## src/rtl/ptgp_pkg.sv

```systemverilog
// Shared types, action codes and fixed-point helpers for Pauli term gate propagation.
`default_nettype none
package ptgp_pkg;

   localparam int MASK_BITS   = 64;
   localparam int QIDX_BITS   = 6;
   localparam int W_BITS      = 32;   // weight width, Q4.28
   localparam int F_BITS      = 32;   // factor width, Q1.30
   localparam int FRAC_SHIFT  = 30;
   localparam int PROD_BITS   = W_BITS + F_BITS;
   localparam int ACT_BITS    = 3;

   localparam logic [ACT_BITS-1:0] ACT_H    = 3'd0;
   localparam logic [ACT_BITS-1:0] ACT_S    = 3'd1;
   localparam logic [ACT_BITS-1:0] ACT_CNOT = 3'd2;
   localparam logic [ACT_BITS-1:0] ACT_RZ   = 3'd3;
   localparam logic [ACT_BITS-1:0] ACT_DEP  = 3'd4;

   typedef struct packed {
      logic [ACT_BITS-1:0]     action;
      logic [MASK_BITS-1:0]    x_bits;
      logic [MASK_BITS-1:0]    z_bits;
      logic signed [W_BITS-1:0] term_weight;
      logic [QIDX_BITS-1:0]    qubit_a;
      logic [QIDX_BITS-1:0]    qubit_b;
      logic signed [F_BITS-1:0] cos_val;
      logic signed [F_BITS-1:0] sin_val;
      logic signed [F_BITS-1:0] keep_factor;
   } req_type;

   typedef struct packed {
      logic [MASK_BITS-1:0]    out_x_bits;
      logic [MASK_BITS-1:0]    out_z_bits;
      logic signed [W_BITS-1:0] out_weight;
      logic                    last_of_item;
   } rsp_type;

   // One lane of the weight multiply: magnitudes plus the final sign.
   typedef struct packed {
      logic [W_BITS-1:0] w_mag;
      logic [F_BITS-1:0] f_mag;
      logic              neg;
   } mul_op_type;

   // Magnitude of a two's complement value; the most negative value maps to 2^(n-1).
   function automatic logic [W_BITS-1:0] mag_of(input logic [W_BITS-1:0] v);
      return v[W_BITS-1] ? (~v + W_BITS'(1)) : v;
   endfunction

endpackage
`default_nettype wire

```

## src/rtl/ptgp_fixmul.sv

```systemverilog
// Two-stage weight multiply: magnitude product, then round, sign and saturate.
`default_nettype none
module ptgp_fixmul (
   input  wire logic                           clock,
   input  wire logic                           en_prod,
   input  wire logic                           en_out,
   input  wire ptgp_pkg::mul_op_type           op,
   output logic signed [ptgp_pkg::W_BITS-1:0]  weight
);

   localparam int RMAG_BITS = ptgp_pkg::PROD_BITS - ptgp_pkg::FRAC_SHIFT;
   localparam logic [ptgp_pkg::PROD_BITS-1:0] HALF_LSB =
      ptgp_pkg::PROD_BITS'(1) << (ptgp_pkg::FRAC_SHIFT - 1);
   localparam logic [RMAG_BITS-1:0] POS_MAX =
      (RMAG_BITS'(1) << (ptgp_pkg::W_BITS - 1)) - RMAG_BITS'(1);
   localparam logic [RMAG_BITS-1:0] NEG_MAX = RMAG_BITS'(1) << (ptgp_pkg::W_BITS - 1);

   logic [ptgp_pkg::PROD_BITS-1:0] prod_ff;
   logic                           neg_ff;
   logic [ptgp_pkg::PROD_BITS-1:0] rnd_in;
   logic [RMAG_BITS-1:0]           rmag_in;
   logic [RMAG_BITS-1:0]           sat_in;
   logic [ptgp_pkg::W_BITS-1:0]    mag_in;
   logic [ptgp_pkg::W_BITS-1:0]    weight_in;
   logic [ptgp_pkg::W_BITS-1:0]    weight_ff;

   always_ff @(posedge clock) begin
      if (en_prod) begin
         prod_ff <= ptgp_pkg::PROD_BITS'(op.w_mag) * ptgp_pkg::PROD_BITS'(op.f_mag);
         neg_ff  <= op.neg;
      end
   end

   // round half away from zero on the magnitude
   always_comb begin
      rnd_in  = prod_ff + HALF_LSB;
      rmag_in = rnd_in[ptgp_pkg::PROD_BITS-1:ptgp_pkg::FRAC_SHIFT];
      if (neg_ff) begin
         sat_in = (rmag_in > NEG_MAX) ? NEG_MAX : rmag_in;
      end else begin
         sat_in = (rmag_in > POS_MAX) ? POS_MAX : rmag_in;
      end
      mag_in    = sat_in[ptgp_pkg::W_BITS-1:0];
      weight_in = neg_ff ? (~mag_in + ptgp_pkg::W_BITS'(1)) : mag_in;
   end

   always_ff @(posedge clock) begin
      if (en_out) begin
         weight_ff <= weight_in;
      end
   end

   assign weight = weight_ff;

endmodule
`default_nettype wire

```

## config.mk

```make
export PLATFORM = sky130hd
export DESIGN_NAME = ptgp_fixmul
export DESIGN_NICKNAME = d
export VERILOG_FILES = /design/src/rtl/ptgp_pkg.sv /design/src/rtl/ptgp_fixmul.sv
export SDC_FILE = /design/constraint.sdc
export NUM_CORES = 2
export LEC_CHECK = 0
export ABC_CLOCK_PERIOD_IN_PS = 13350
export BUFFER_PORTS_ARGS = -buffer_cell sky130_fd_sc_hd__buf_2
export CORE_MARGIN = 5
export CORE_UTILIZATION = 49
export CTS_CLUSTER_DIAMETER = 200
export DETAILED_ROUTE_END_ITERATION = 16
export PLACE_DENSITY = 0.69
export SLEW_MARGIN = 25
export SYNTH_ARGS = -nofsm -noshare
export SYNTH_HDL_FRONTEND = slang
export SYNTH_SLANG_ARGS = --single-unit
```

## constraint.sdc

```tcl
create_clock -name clock -period 13.35 [get_ports clock]
set_input_delay 2.67 -clock clock [delete_from_list [all_inputs] [get_ports clock]]
set_output_delay 2.67 -clock clock [all_outputs]
set_load 0.02 [all_outputs]
```

==> results_dict.tcl <==
set metrics [dict create \
    critPathKind "input pin to flip-flop" \
    placed_cells 4822 \
    routed_wl_microns 102000 \
    yosysUniqueCellTypes 77 \
    synthToLayoutAreaGrowth_pct 3.51 \
    nets 5089 \
    slew_headroom_pct 35.5 \
    dr.pass1.iters 6 \
    synth_area_leaders "fa_1 49%, and2_1 11%, inv_1 9.0%, ha_1 8.9%, edfxtp_1 5.6%" \
    setup_viol 0 \
    pin_count 100 \
    cp-start-kind "input pin" \
    max_cap_violations 0 \
    gp_congestion 0.886 \
    die-width_microns 284 \
    cts_tree "built" \
    tightest_slew_ns 0.967 \
    hp-class "flip-flop to flip-flop" \
    crit_start "op[10]" \
    hold_violations 0 \
    cts_made_buffers 9 \
    synth_fp_nets 5189 \
    fillers 6817 \
    final_antenna_net_count 0 \
    clk_pin_slew_ns 0.06 \
    critPathCapture "prod_ff[44]$_DFFE_PP_" \
    grtUsageMet2_pct 39.4 \
    final_cell_mix "895 x fa_1, 886 x inv_1, 624 x and2_1" \
    final_common_cell "fa_1" \
    htree_num_levels 3 \
    max_clock_freq_ghz 0.0940 \
    drt_iter0_markers 2050 \
    cts_resized 0 \
    clockBufferDepth 2 \
    drive_above_1_share_pct 3.90 \
    vias_per_cell 5.50 \
    initial_utilization_pct 49.4 \
    rsz0062_at_grt "no" \
    synthArstFlopShare_pct 0 \
    synth_seq_cells 68 \
    coreArea_sq_um 74400 \
    hpwl_microns 76100 \
    grt_usage_pct 25.9 \
    finalSetupTns_ns 0 \
    rr_startpoint "prod_ff[30]$_DFFE_PP_" \
    critical_path_required_ns 13.42 \
    yosysTopAreaCell "fa_1" \
    synth_cells 3964 \
    cts.sinks 68 \
    fin_skew_ns 0.0102 \
    clock-root-buffer "clkbuf_16" \
    grtUsageMet1_pct 37.4 \
    synth.avg_cell_area_sq_um 9.27 \
    yosys_warnings 0 \
    port_buffers 99 \
    timing.rr.end "weight[12]$_DFFE_PP_" \
    die_h_microns 284 \
    top_usage_layer "met2" \
    pre_cts_ws_ns 2.42 \
    synth_edf_count 68 \
    synth_top_area_share_pct 48.7 \
    netlist_area_sq_um 36800 \
    grt-ovfl-total 0 \
    crit_arrival_ns 10.71 \
    clock_latency_ns 0.34 \
    worst_slack_ns 2.71 \
    row_count 100 \
    post_cts_buffers 0 \
    drv_slew 0 \
    status "finished clean" \
    grt_pass1_vias 28900 \
    worstPathMaxFanout 32 \
    r2r_cells 16 \
    grt_max_degree 60 \
    grt_pass1_wl_microns 164000 \
    fin_crit_sh_pct 79.7 \
    postCtsHoldBufs 0 \
    design.die.area_sq_um 80600 \
    ys_seq_area_share_pct 5.56 \
    antenna_found_initial 1 \
    drc_errors 0 \
    reg2reg_slack_ns 8.14 \
    cp-end-kind "flip-flop" \
    vias 26600 \
    timing.final.crit_period_ns 10.64 \
    final_cell_count_no_fill 4841 \
    synthFlopType "edfxtp_1" \
    wire_per_inst_microns 21.0 \
    holdWs_ns 0.872 \
    grtUsageMet3_pct 6.65 \
]
worst min path at each step:
| stage | startpoint | to | slack [ns] | cells after the start |
|---|---|---|---|---|
| 2_1_floorplan | prod_ff[59]$_DFFE_PP_ | weight[29]$_DFFE_PP_ | 0.75 | 2 |
| 3_3_place_gp | prod_ff[39]$_DFFE_PP_ | weight[9]$_DFFE_PP_ | 0.83 | 2 |
| 3_5_place_dp | prod_ff[39]$_DFFE_PP_ | weight[9]$_DFFE_PP_ | 0.85 | 2 |
| 4_1_cts | prod_ff[39]$_DFFE_PP_ | weight[9]$_DFFE_PP_ | 0.86 | 2 |
| 5_1_grt | prod_ff[39]$_DFFE_PP_ | weight[9]$_DFFE_PP_ | 0.92 | 2 |
| 6_report | prod_ff[39]$_DFFE_PP_ | weight[9]$_DFFE_PP_ | 0.87 | 2 |
critical path: stages:
cell	delay (ns)
buf_2	0.64
and2_1	0.26
fa_1	0.45
fa_1	0.57
inv_1	0.08
fa_1	0.52
fa_1	0.57
inv_1	0.06
fa_1	0.59
fa_1	0.44
fa_1	0.50
inv_1	0.06
fa_1	0.48
inv_1	0.04
ha_1	0.36
and4_1	0.24
o21ai_0	0.08
o21ai_0	0.64
o21ai_0	0.41
o21ai_0	0.50
a21oi_1	0.18
nor2b_1	0.15
nor2_1	0.06
xnor2_1	0.15
cell type report:
type	count	area, sq um	share of cell area, %
multi-input combinational	2785	30500	80.2
inverter	886	3330	8.74
sequential	68	2040	5.37
tap	969	1210	3.19
timing repair buffer	114	608	1.60
clock buffer	10	229	0.602
clock inverter	6	103	0.270
antenna	3	7.51	0.0197
cell usage after synthesis, types with 8 or more instances:
cell type,number
a211oi_1,9
a21o_1,30
a21oi_1,70
a31oi_1,9
and2_1,624
and3_1,13
clkbuf_1,213
edfxtp_1,68
fa_1,895
ha_1,262
inv_1,886
mux2i_1,10
nand2_1,472
nand3_1,35
nand4_1,36
nor2_1,38
nor2b_1,9
nor3_1,21
o211ai_1,8
o21ai_0,37
xnor2_1,44
xor2_1,34
registers in the layout, indices dropped and copies added, names as in the netlist:
name and cells:
prod_ff 35, neg_ff 1, weight 32
metrics by stage:
| stage | instance area, sq um | utilization (%) |
|---|---|---|
| after detailed placement | 37700 | 50.6 |
| after floorplan | 36800 | - |
| final | 38000 | 51.1 |
| after CTS | 38000 | 51.1 |
| after global placement | 37700 | 50.6 |
| after global routing | 38000 | 51.1 |
logic make-up after synthesis:
kind of cell | after synthesis | share of synthesized area, %
AND/OR/NAND/NOR | 1296 | 18.7
adder cells (fa/ha/maj) | 1157 | 57.7
XOR/XNOR | 79 | 1.90
AO/OA/AOI/OAI | 243 | 4.44
flip-flops | 68 | 5.56
multiplexers | 10 | 0.272
buffers and inverters | 1111 | 11.4
routing by layer:
metal	wire length, microns	vias to the layer above
met5	12	-
li1	-	11500
met2	44800	1301
met3	10800	209
met4	3180	2
met1	43100	13600
Power is not shown: default switching activity piles up to over one toggle a cycle in this logic, so the estimate is an artifact.
